### src/icl_pkg.sv
// ----------------------------------------------------------------------------
// icl_pkg
// Shared codes and the sequencer state type of the curve lookup block.
// ----------------------------------------------------------------------------
package icl_pkg;

  localparam int DATA_W = 32;
  localparam int CFG_W  = 5;

  localparam logic [1:0] MODE_LOAD = 2'd0;
  localparam logic [1:0] MODE_FWD  = 2'd1;
  localparam logic [1:0] MODE_INV  = 2'd2;

  localparam logic CFG_POINT_COUNT = 1'b0;
  localparam logic CFG_CURVE_MODE  = 1'b1;

  typedef enum logic [3:0] {
    S_IDLE, S_LASTW, S_LAST, S_FIRSTW, S_FIRST, S_WALKW, S_WALK, S_DIVGO,
    S_DIVW, S_BIS, S_M1, S_M2, S_M3, S_BL, S_BL2, S_FIN
  } state_t;

endpackage

### src/icl_mul.sv
// ----------------------------------------------------------------------------
// icl_mul
// Shared signed by unsigned multiplier with a registered product.
// ----------------------------------------------------------------------------
module icl_mul #(
  parameter int AW = 33,
  parameter int BW = 17
) (
  input  logic                  clk,
  input  logic signed [AW-1:0]  a,
  input  logic        [BW-1:0]  b,
  output logic signed [AW+BW:0] prod
);

  always_ff @(posedge clk) begin
    prod <= a * $signed({1'b0, b});
  end

endmodule

### src/icl_div.sv
// ----------------------------------------------------------------------------
// icl_div
// Restoring divider, one quotient bit per cycle, result capped at one.
// ----------------------------------------------------------------------------
module icl_div #(
  parameter int FRAC_BITS = 16
) (
  input  logic               clk,
  input  logic               rst,
  input  logic               start,
  input  logic [32:0]        num,
  input  logic [32:0]        den,
  output logic               done,
  output logic [FRAC_BITS:0] quot
);

  localparam int CW = $clog2(FRAC_BITS + 1);
  localparam logic [FRAC_BITS:0] ONE = (FRAC_BITS + 1)'(1) << FRAC_BITS;

  logic          busy;
  logic [CW-1:0] cnt;
  logic [34:0]   rem;
  logic [34:0]   den_x;
  logic          qbit;
  logic [34:0]   rem_sub;
  logic [FRAC_BITS:0] q_next;

  assign den_x   = {2'b00, den};
  assign qbit    = (rem >= den_x);
  assign rem_sub = qbit ? (rem - den_x) : rem;
  assign q_next  = {quot[FRAC_BITS-1:0], qbit};

  always_ff @(posedge clk) begin
    if (rst) begin
      busy <= 1'b0;
      done <= 1'b0;
    end else begin
      done <= 1'b0;
      if (start) begin
        if (den == 33'd0) begin
          quot <= '0;
          done <= 1'b1;
        end else if ({1'b0, num} >= {den, 1'b0}) begin
          // Offset at least twice the width: the fraction saturates.
          quot <= ONE;
          done <= 1'b1;
        end else begin
          rem  <= {2'b00, num};
          quot <= '0;
          cnt  <= CW'(FRAC_BITS);
          busy <= 1'b1;
        end
      end else if (busy) begin
        rem <= rem_sub << 1;
        cnt <= cnt - CW'(1);
        if (cnt == '0) begin
          busy <= 1'b0;
          done <= 1'b1;
          quot <= (q_next > ONE) ? ONE : q_next;
        end else begin
          quot <= q_next;
        end
      end
    end
  end

endmodule

### src/interp_curve_lookup.sv
// ----------------------------------------------------------------------------
// interp_curve_lookup
// Piecewise linear or smoothstep calibration curve with inverse lookup.
// ----------------------------------------------------------------------------
// Input transactions carry a mode: a load writes one point (no result),
// a forward lookup maps x to y and an inverse lookup maps y to x, each
// giving one result on the output channel. Points go in ascending x.
// The user must write point_count and curve_mode on the cfg port only
// while idle; the block does not enforce it. A load does not stall the
// input. A lookup walks the table through the point memory's single read
// port, then runs the shared divider and the shared multiplier; forward
// smoothstep adds a polynomial step and inverse smoothstep a bisection.
// in_stall stays high until the result enters the output register. A
// clamped lookup ends once the last and first points are read, a flat
// segment skips the divider and the multiplier, and a lookup on an empty
// table goes straight to the result. The result is held in an output
// register; a lookup that finishes while the previous result is still
// stalled waits for it. Reset clears the sequencer, the configuration
// registers and the output valid; the point memory keeps its contents.
// ----------------------------------------------------------------------------
module interp_curve_lookup #(
  parameter int MAX_POINTS   = 16,
  parameter int FRAC_BITS    = 16,
  parameter int BISECT_STEPS = 20
) (
  input  logic                      clk,
  input  logic                      rst,
  input  logic                      in_valid,
  output logic                      in_stall,
  input  logic [1:0]                mode,
  input  logic [3:0]                point_slot,
  input  logic signed [31:0]        point_abscissa,
  input  logic signed [31:0]        point_ordinate,
  input  logic signed [31:0]        query_value,
  output logic                      out_valid,
  input  logic                      out_stall,
  output logic signed [31:0]        answer_value,
  output logic                      was_clamped,
  input  logic                      cfg_write,
  input  logic                      cfg_index,
  input  logic [icl_pkg::CFG_W-1:0] cfg_data
);

  localparam int IDX_W = $clog2(MAX_POINTS);
  localparam int CNT_W = $clog2(MAX_POINTS + 1);
  localparam int BC_W  = $clog2(BISECT_STEPS + 1);
  localparam int FW    = FRAC_BITS + 1;
  localparam int PRW   = 33 + FW + 1;
  localparam logic [FRAC_BITS:0] ONE = FW'(1) << FRAC_BITS;

  icl_pkg::state_t state, state_next;

  logic [4:0] point_count;
  logic       curve_mode;

  logic signed [31:0] mem_x [MAX_POINTS];
  logic signed [31:0] mem_y [MAX_POINTS];
  logic signed [31:0] rd_x, rd_y;

  logic [IDX_W-1:0]   idx;
  logic [CNT_W-1:0]   n;
  logic               inv;
  logic signed [31:0] q;
  logic signed [31:0] x0, y0, xl, yl;
  logic [32:0]        dnum, dden;
  logic [FRAC_BITS:0] tgt, u, w, t2, lo, hi;
  logic [BC_W-1:0]    bcnt;
  logic signed [31:0] ans;
  logic               clamp;

  logic               accept;
  logic               div_start, div_done;
  logic [FRAC_BITS:0] div_quot;
  logic signed [32:0] mul_a;
  logic [FRAC_BITS:0] mul_b;
  logic signed [PRW-1:0] prod;

  // Combinational helpers
  logic signed [31:0] rd_key, rd_oth, key0, last_key, last_oth;
  logic               lo_clamp, hi_clamp, hit, flat, last_idx, out_free;
  logic signed [32:0] off, wid;
  logic [FRAC_BITS:0] prod_frac, mid, poly;
  logic [FRAC_BITS+2:0] poly_raw;
  logic [FRAC_BITS+1:0] lohi;
  logic signed [31:0] p0, p1;
  logic signed [PRW-1:0] prod_sh;
  logic signed [34:0] blend_sum;
  logic signed [31:0] blend_sat;
  logic [CNT_W-1:0]   n_in;

  assign accept   = in_valid && !in_stall;
  assign out_free = !out_valid || !out_stall;

  assign n_in = (int'(point_count) > MAX_POINTS) ? CNT_W'(MAX_POINTS)
                                                 : CNT_W'(point_count);

  assign rd_key   = inv ? rd_y : rd_x;
  assign rd_oth   = inv ? rd_x : rd_y;
  assign key0     = inv ? y0 : x0;
  assign last_key = inv ? yl : xl;
  assign last_oth = inv ? xl : yl;
  assign lo_clamp = (q <= rd_key);
  assign hi_clamp = (q >= last_key);
  assign hit      = inv ? ((q >= y0 && q <= rd_y) || (q <= y0 && q >= rd_y))
                        : (q < rd_x);
  assign flat     = (rd_key == key0);
  assign last_idx = (CNT_W'(idx) == n - CNT_W'(1));
  assign off      = $signed({q[31], q}) - $signed({key0[31], key0});
  assign wid      = $signed({rd_key[31], rd_key}) - $signed({key0[31], key0});

  assign prod_frac = prod[2*FRAC_BITS:FRAC_BITS];
  assign lohi      = {1'b0, lo} + {1'b0, hi};
  assign mid       = lohi[FRAC_BITS+1:1];
  assign poly_raw  = ({2'b00, t2} << 1) + {2'b00, t2} - ({2'b00, prod_frac} << 1);
  assign poly      = (poly_raw > {2'b00, ONE}) ? ONE : poly_raw[FRAC_BITS:0];

  assign p0        = inv ? x0 : y0;
  assign p1        = inv ? xl : yl;
  assign prod_sh   = prod >>> FRAC_BITS;
  assign blend_sum = {{3{p0[31]}}, p0} + prod_sh[34:0];
  always_comb begin
    if (blend_sum > 35'sh0_7FFF_FFFF) blend_sat = 32'sh7FFF_FFFF;
    else if (blend_sum < -35'sh0_8000_0000) blend_sat = -32'sh8000_0000;
    else blend_sat = blend_sum[31:0];
  end

  icl_div #(.FRAC_BITS(FRAC_BITS)) u_div (
    .clk(clk), .rst(rst), .start(div_start), .num(dnum), .den(dden),
    .done(div_done), .quot(div_quot)
  );

  icl_mul #(.AW(33), .BW(FW)) u_mul (
    .clk(clk), .a(mul_a), .b(mul_b), .prod(prod)
  );

  // Point memory: one write port, one registered read port.
  always_ff @(posedge clk) begin
    if (accept && mode == icl_pkg::MODE_LOAD && int'(point_slot) < MAX_POINTS) begin
      mem_x[IDX_W'(point_slot)] <= point_abscissa;
      mem_y[IDX_W'(point_slot)] <= point_ordinate;
    end
    rd_x <= mem_x[idx];
    rd_y <= mem_y[idx];
  end

  always_ff @(posedge clk) begin
    if (rst) begin
      point_count <= '0;
      curve_mode  <= 1'b0;
    end else if (cfg_write) begin
      case (cfg_index)
        icl_pkg::CFG_POINT_COUNT: point_count <= cfg_data;
        icl_pkg::CFG_CURVE_MODE:  curve_mode  <= cfg_data[0];
        default: ;
      endcase
    end
  end

  // Next state
  always_comb begin
    state_next = state;
    case (state)
      icl_pkg::S_IDLE: begin
        if (accept && (mode == icl_pkg::MODE_FWD || mode == icl_pkg::MODE_INV))
          state_next = (n_in == '0) ? icl_pkg::S_FIN : icl_pkg::S_LASTW;
      end
      icl_pkg::S_LASTW:  state_next = icl_pkg::S_LAST;
      icl_pkg::S_LAST:   state_next = icl_pkg::S_FIRSTW;
      icl_pkg::S_FIRSTW: state_next = icl_pkg::S_FIRST;
      icl_pkg::S_FIRST:
        state_next = (lo_clamp || hi_clamp) ? icl_pkg::S_FIN : icl_pkg::S_WALKW;
      icl_pkg::S_WALKW:  state_next = icl_pkg::S_WALK;
      icl_pkg::S_WALK: begin
        if (hit) state_next = flat ? icl_pkg::S_FIN : icl_pkg::S_DIVGO;
        else     state_next = last_idx ? icl_pkg::S_FIN : icl_pkg::S_WALKW;
      end
      icl_pkg::S_DIVGO:  state_next = icl_pkg::S_DIVW;
      icl_pkg::S_DIVW: begin
        if (div_done) begin
          if (!curve_mode) state_next = icl_pkg::S_BL;
          else if (!inv)   state_next = icl_pkg::S_M1;
          else             state_next = icl_pkg::S_BIS;
        end
      end
      icl_pkg::S_BIS:
        state_next = (bcnt == BC_W'(BISECT_STEPS)) ? icl_pkg::S_BL : icl_pkg::S_M1;
      icl_pkg::S_M1:     state_next = icl_pkg::S_M2;
      icl_pkg::S_M2:     state_next = icl_pkg::S_M3;
      icl_pkg::S_M3:     state_next = inv ? icl_pkg::S_BIS : icl_pkg::S_BL;
      icl_pkg::S_BL:     state_next = icl_pkg::S_BL2;
      icl_pkg::S_BL2:    state_next = icl_pkg::S_FIN;
      icl_pkg::S_FIN:    if (out_free) state_next = icl_pkg::S_IDLE;
      default:           state_next = icl_pkg::S_IDLE;
    endcase
  end

  // Outputs of the sequencer
  always_comb begin
    in_stall  = (state != icl_pkg::S_IDLE);
    div_start = (state == icl_pkg::S_DIVGO);
    mul_a     = $signed(33'(u));
    mul_b     = u;
    case (state)
      icl_pkg::S_M2: begin
        mul_a = $signed(33'(prod_frac));
        mul_b = u;
      end
      icl_pkg::S_BL: begin
        mul_a = $signed({p1[31], p1}) - $signed({p0[31], p0});
        mul_b = w;
      end
      default: ;
    endcase
  end

  always_ff @(posedge clk) begin
    if (rst) state <= icl_pkg::S_IDLE;
    else     state <= state_next;
  end

  // Datapath registers
  always_ff @(posedge clk) begin
    case (state)
      icl_pkg::S_IDLE: begin
        q     <= query_value;
        inv   <= (mode == icl_pkg::MODE_INV);
        n     <= n_in;
        idx   <= IDX_W'(n_in - CNT_W'(1));
        ans   <= '0;
        clamp <= 1'b1;
      end
      icl_pkg::S_LAST: begin
        xl  <= rd_x;
        yl  <= rd_y;
        idx <= '0;
      end
      icl_pkg::S_FIRST: begin
        x0    <= rd_x;
        y0    <= rd_y;
        clamp <= 1'b1;
        if (lo_clamp)      ans <= rd_oth;
        else if (hi_clamp) ans <= last_oth;
        idx <= IDX_W'(1);
      end
      icl_pkg::S_WALK: begin
        if (hit) begin
          // A zero-width or flat segment answers its first point.
          ans   <= inv ? x0 : y0;
          clamp <= 1'b0;
          xl    <= rd_x;
          yl    <= rd_y;
          dnum  <= off[32] ? 33'(-off) : 33'(off);
          dden  <= wid[32] ? 33'(-wid) : 33'(wid);
        end else begin
          x0  <= rd_x;
          y0  <= rd_y;
          ans <= last_oth;
          idx <= idx + IDX_W'(1);
        end
      end
      icl_pkg::S_DIVW: begin
        if (div_done) begin
          tgt  <= div_quot;
          w    <= div_quot;
          u    <= div_quot;
          lo   <= '0;
          hi   <= ONE;
          bcnt <= '0;
        end
      end
      icl_pkg::S_BIS: begin
        w <= mid;
        u <= mid;
      end
      icl_pkg::S_M2: t2 <= prod_frac;
      icl_pkg::S_M3: begin
        w <= poly;
        if (poly < tgt) lo <= u;
        else            hi <= u;
        bcnt <= bcnt + BC_W'(1);
      end
      icl_pkg::S_BL2: ans <= blend_sat;
      default: ;
    endcase
  end

  // Output register
  always_ff @(posedge clk) begin
    if (rst) begin
      out_valid <= 1'b0;
    end else if (state == icl_pkg::S_FIN && out_free) begin
      out_valid    <= 1'b1;
      answer_value <= ans;
      was_clamped  <= clamp;
    end else if (out_valid && !out_stall) begin
      out_valid <= 1'b0;
    end
  end

endmodule

### config.mk
export PLATFORM = sky130hd
export DESIGN_NAME = interp_curve_lookup
export DESIGN_NICKNAME = d
export VERILOG_FILES = /design/src/icl_pkg.sv /design/src/icl_mul.sv /design/src/icl_div.sv /design/src/interp_curve_lookup.sv
export SDC_FILE = /design/constraint.sdc
export NUM_CORES = 2
export LEC_CHECK = 0
export ABC_AREA = 1
export BUFFER_PORTS_ARGS = -buffer_cell sky130_fd_sc_hd__buf_2
export CORE_MARGIN = 5
export CORE_UTILIZATION = 31
export CTS_CLUSTER_SIZE = 40
export DETAILED_ROUTE_END_ITERATION = 8
export GPL_TIMING_DRIVEN = 0
export PLACE_DENSITY = 0.42
export RECOVER_POWER = 25
export SKIP_LAST_GASP = 1
export SLEW_MARGIN = 10
export SYNTH_ARGS = -nofsm -noshare
export SYNTH_HDL_FRONTEND = slang
export SYNTH_SLANG_ARGS = --single-unit
### constraint.sdc
create_clock -name clk -period 11.8 [get_ports clk]
set_input_delay 2.36 -clock clk [delete_from_list [all_inputs] [get_ports clk]]
set_output_delay 2.36 -clock clk [all_outputs]
set_load 0.01 [all_outputs]
* Yosys cells after proc, flatten, opt, wreduce, memory -nomap -nowiden
Memories as Yosys holds them, arrays and structs flattened. A register that Yosys moved wholly into a read port is not among the register bits. Cells that the tools add are included.
Storage, ports and cells: flip-flop bits (word level) 530, bits in writable memories 1024, output and inout bits 35, logic and storage cells 232, memories kept 2
Operators by class: $add $sub $neg 15, $mul 1, magnitude comparators 15, equality and inequality tests 30, multiplexer cells 84, bitwise operators 2, reduce and logical (&&, ||, !) cells 50
Memory list:
- mem_x | words 16, bits a word 32, read ports 1, clocked after Yosys merged registers in 1, wr ports 1, line interp_curve_lookup.sv:56 | logic signed [31:0] mem_x [MAX_POINTS];
- mem_y | words 16, bits a word 32, read ports 1, clocked after Yosys merged registers in 1, wr ports 1, line interp_curve_lookup.sv:57 | logic signed [31:0] mem_y [MAX_POINTS];
Operators with widths (number):
- two-way mux 32 bit | 17
- one-hot mux 32 bit (2 select lines) | 4
- two-way mux 17 bit | 13
- two-way mux 35 bit | 4
- one-hot mux 32 bit (4 select lines) | 1
- one-hot mux 17 bit (2 select lines) | 3
- subtractor 32 x 32 -> 33 bit | 3
- >= comparator 32 bit | 3
- <= comparator 32 bit | 3
- negation 33 bit | 2
- one-hot mux 33 bit (2 select lines) | 1
- one-hot mux 4 bit (16 select lines) | 1
- multiplier 33 x 18 -> 51 bit | 1
- one-hot mux 17 bit (3 select lines) | 1
- two-way mux 4 bit | 9
- adder 35 bit | 1
- >= comparator 35 x 33 -> 1 bit | 1
- > comparator 35 x 32 -> 1 bit (second input constant) | 1
- less-than comparator 35 x 32 -> 1 bit (second input constant) | 1
- >= comparator 33 x 34 -> 1 bit | 1
- two-way mux 34 bit | 1
- subtractor 34 x 33 -> 34 bit | 1
- zero test 33 bit | 1
- == test 32 bit | 1
- 44 further kinds | 122

* Logic depth before layout (Yosys ltp)
depth in word-level cells 7, mapped depth 45

* Hierarchy
A second synthesis with hierarchy kept.
Second synthesis, totals: cells, all modules 11635, area total of the unflattened synthesis 104910.6 µm²
By module, submodules not included:
- interp_curve_lookup | instances 1, cells each 7543, area each 75718.9 µm²
- icl_mul | instances 1, cells each 3037, area each 22506.6 µm²
- icl_div | instances 1, cells each 1055, area each 6685.2 µm²

* Worst setup path before layout
No wires, ideal clock.
path kind reg2reg, start register q[23], end register x0[0], enable pin, setup time 0.837 ns, data arrival time 7.648 ns, required time 10.963 ns, path slack 3.315 ns, stages on the path, launching flop included 18, period minus slack after synthesis 8.485 ns, path through edfxtp_1 -> ha_1 -> nand2_1 -> nor2_1 -> nand2_1 -> nor3_1 -> nand2_1 -> nand2_1 -> nand2_1 -> nand2_1 -> nand2_1 -> nand3_1 -> nand2_1 -> nand2_1 -> buf_2 -> inv_1 -> nor2_1 -> nor2_1
On the way: cells in the longest elaborated chain, start to end 6, elaborated cells on any way between the ends 11, classes of those cells order compare (5); eq/ne (1); mux (1); reduce/logical (4)
RTL lines:
- start, declared | line interp_curve_lookup.sv:63 | logic signed [31:0] q;
- start signal, assigned | line interp_curve_lookup.sv:225 | q <= query_value;
- >= comparator 32 bit / <= comparator 32 bit (equally long branches) | line interp_curve_lookup.sv:104 | assign hit = inv ? ((q >= y0 && q <= rd_y) || (q <= y0 && q >= rd_y))
- logical AND 1 bit | line interp_curve_lookup.sv:104
- logical OR 1 bit | line interp_curve_lookup.sv:104
- two-way mux 1 bit (*) | line interp_curve_lookup.sv:104
- inequality test 2 bit (no line) (*)
- AND reduction 2 bit (no line) (*)
- end signal, assigned | line interp_curve_lookup.sv:238 | x0 <= rd_x;
- end signal, assigned | line interp_curve_lookup.sv:255 | x0 <= rd_x;
- end, declared | line interp_curve_lookup.sv:64 | logic signed [31:0] x0, y0, xl, yl;
Mark *: on every way between the ends. The rest lies on a longest branch, timed or not. A chain may end at the register's enable or synchronous reset.

* Worst setup path after layout
start register inv, end register u_mul.prod[47]
On the way: cells in the longest elaborated chain, start to end 4, elaborated cells on any way between the ends 5, classes of those cells add/sub (1); mul (1); mux (3)
RTL lines:
- start, declared | line interp_curve_lookup.sv:62 | logic inv;
- start signal, assigned | line interp_curve_lookup.sv:226 | inv <= (mode == icl_pkg::MODE_INV);
- two-way mux 32 bit, on equally long branches | line interp_curve_lookup.sv:118, interp_curve_lookup.sv:117
- subtractor 32 x 32 -> 33 bit (*) | line interp_curve_lookup.sv:209 | mul_a = $signed({p1[31], p1}) - $signed({p0[31], p0});
- one-hot mux 33 bit (2 select lines) (*) | line interp_curve_lookup.sv:203 | case (state)
- multiplier 33 x 18 -> 51 bit (*) | line icl_mul.sv:16 | prod <= a * $signed({1'b0, b});
- end signal, assigned | line icl_mul.sv:16
- end, declared | line icl_mul.sv:12 | output logic signed [AW+BW:0] prod
Marked as above.

==> results.md <==
* Hold buffer count at cts at 0
* Register bit total from synthesis at 1602
* Root Buffer: clkbuf_16
* Final slew viol count at 0
* Min cycle time layout at 11.36 ns
* Hold WS at between 0.4 and 0.5 ns
* Initial antenna violation count at 48
* DR DRC count at 0
* Max-Cap Viols at 1
* Worst-path fanout max at 10
* PortBufs at between 100 and 150
* Critical path class: reg2reg
* Met3 usage at 3.14%
* Drt wl/cell at 26.8 um
* Gpl congestion at 0.956
* Via count at slightly below 80000
* Clock Tree Buf Depth at 4
* Synth warn at 0
* Vias in the first global route at 80300
* HP Start: ans[2]
* Total core area at 324000 sq um
* TritonCTS Buffers at 187
* Syn nets at approximately 12000
* Final ANT Viol Nets at 0
* Mapped Area at 101000 sq um
* Met2 Track Usage GR at 41.3%
* Chip Width at a little under 600 um
* Worst-Margin Slew at 1.49 ns
* Initial DRC Count at 6588
* Placed cell count at 15100
* Crit path arrival time at 12.05 ns
* Worst Hold Class: reg2reg
* Io pins at 148
* Post-Synthesis Cells at 10500
* Post-DP Area at approximately 110000 sq um
* Predominant post-synthesis flop cell: edfxtp_1
* First-pass GRT wire length at 586000 um
* Pin count of the biggest net entering global routing at 46
* Reg2reg setup slack at ~0.44 ns
* Worst-Skew Late Latency at 0.88 ns
* Worst hold endpoint: answer_value[2]
* Layout Nets at 12100
* Final core area utilization at about 35%
* Slowest-stage cell, CP: fa_1
* Sequential area share after synthesis at 46.5%
* Clock Skew at about 0.070 ns
* Critical Path RT at 12.49 ns
* Detailed-route wire length at about 410000 um
* Design Area, Final at 115000 sq um
* Reg2Reg Depth at 35
* Global-route usage over all layers at 23.9%
* Syn-to-layout area delta at 14.0%
* Hpwl dp at roughly 330000 um
* Reg2Reg Capture Point: u_mul.prod[47]
* Chip Height at 581 um
* Grt ovf at 0
* Syn avg cell area at approximately 9.6 sq um
* Area of the multi-input gates at 47100 sq um
* Status: complete, but fails checks
* H-tree levels at 4
* Initial Utilization at a little under a third
* Synth async-reset ratio at 0%
* Crit end category: flip-flop
* CP Launch Type: flip-flop
* Final hold violations at 0
* Hold path depth at 0
* Most used routing layer: met2
* DR vias/cell at 5.13
* CP peak stage delay at 0.83 ns
* CTS tree: built
* CTS Sinks at 1602
* Cell variety after synth at 67
* Peak Freq at 0.0880 GHz
* Worst-path clk slew at 0.06 ns
* Standard-cell rows at roughly 210
* Failing checks: capacitance limit
* Max-slew headroom at 0.285%
* Non-Filler Instances at 15400
* EDFF count, synth at 1490
* DR pass1 iterations at 6
* Die ar. at around 340000 sq um
* FF-to-FF Start: inv
* Filler cells at 33200
* Most frequent cell on the critical path: inv_1
* M1 GR Usage at 31.2%
* Reg area at 47000 sq um
* RSZ-0062 raised after global routing: no
* Final setup violation count at 0
* Share of layout cells above drive strength 1 at 6.80%
* Crit share post-route at 96.3%
-- metal layers --
layer  vias up  share of wire [%]
met5         -              0.048
met4        28                3.3
met3       565                5.3
met2      2314                 49
met1     39700                 43
li1      36600                  -
-- area by class of cell --
cell class	instances	share of cell area [%]
Clock inverter	103	0.863
Inverter	1488	4.86
Buffer	386	1.35
Tap cell	4325	4.70
Timing Repair Buffer	232	2.06
Sequential cell	1602	40.8
Multi-Input combinational cell	7044	40.9
Antenna cell	15	0.0326
Clock buffer	241	4.42
-- critical path, delay by kind of cell (launching register included) --
| kind | cells | cell delay, ns |
|---|---|---|
| adders and majority gates | 8 | 4.54 |
| DFF | 1 | 0.32 |
| AOI/OAI and AO/OA | 5 | 1.35 |
| and+or+nand+nor | 9 | 2.17 |
| buffers and inverters | 12 | 2.62 |
| xor gates and xnor gates | 1 | 0.17 |
-- worst max path at each step --
| stage | from | to | slack, ns |
|---|---|---|---|
| 3_5_place_dp | inv | u_mul.prod[47] | -0.13 |
| 6_report | inv | u_mul.prod[47] | 0.44 |
| 4_1_cts | inv | u_mul.prod[47] | 0.06 |
| 2_1_floorplan | q[23] | x0[0] | 3.31 |
| 3_3_place_gp | q[15] | x0[22] | -4.11 |
| 5_1_grt | inv | u_mul.prod[47] | 0.009 |
-- what timing repair did --
item / in CTS / in global routing
resized for setup: 1 / 10
setup buffers: 0 / 2
setup endpoints to repair: 2 / 12
-- cells in the mapped netlist, drive strengths merged (75+ instances only) --
cell type	n	share of area, %
a21oi	763	3.8
buf	78	0.38
clkbuf	308	1.1
dfxtp	112	2.2
edfxtp	1490	44
fa	557	11
ha	530	6.6
inv	1472	5.5
nand2	1772	6.6
nand3	359	1.8
nand4	143	0.89
nor2	1099	4.2
nor3	75	0.41
o21ai	865	4.3
o221ai	133	1.2
o22ai	130	0.81
or2	99	0.61
xor2	112	0.98
-- state kept, by name (all words and copies together), names as in the netlist, 32 cells and up --
name,count
mem_x,512
mem_y,512
u_div.rem,35
u_mul.prod,35
dden,33
dnum,33
ans,32
answer_value,32
q,32
rd_x,32
rd_y,32
x0,32
xl,32
y0,32
yl,32
-- kinds of logic after synthesis --
logic type / after synthesis / synth area share, %
compound gates: 2119 / 11.8
mux: 20 / 0.198
simple gates: 3633 / 15.2
xor+xnor: 185 / 1.63
flops: 1602 / 46.5
buf+inv: 1874 / 7.05
fa+ha+maj: 1087 / 17.6
-- cell usage in the layout, fill, tap and decap left out, drive strengths merged, types with 82 or more instances in the layout --
cell	n
a21oi	763
nand3	359
o221ai	133
xor2	112
dfxtp	112
inv	1479
clkinv	82
or2	99
buf	263
nor2	1099
fa	557
o21ai	865
edfxtp	1490
nand2	1772
nand4	143
clkbuf	596
ha	530
o22ai	130
-- metrics by stage --
stage	setup slack, ns	TNS (ns)
2_1_floorplan	3.31	0
3_3_place_gp	-4.11	-2591.03
3_5_place_dp	-0.127	-0.127
4_1_cts	0.0588	0
5_1_grt	0.00857	0
6_report	0.440	0
Power is not shown: default switching activity piles up to over one toggle a cycle in this logic, so the estimate is an artifact.
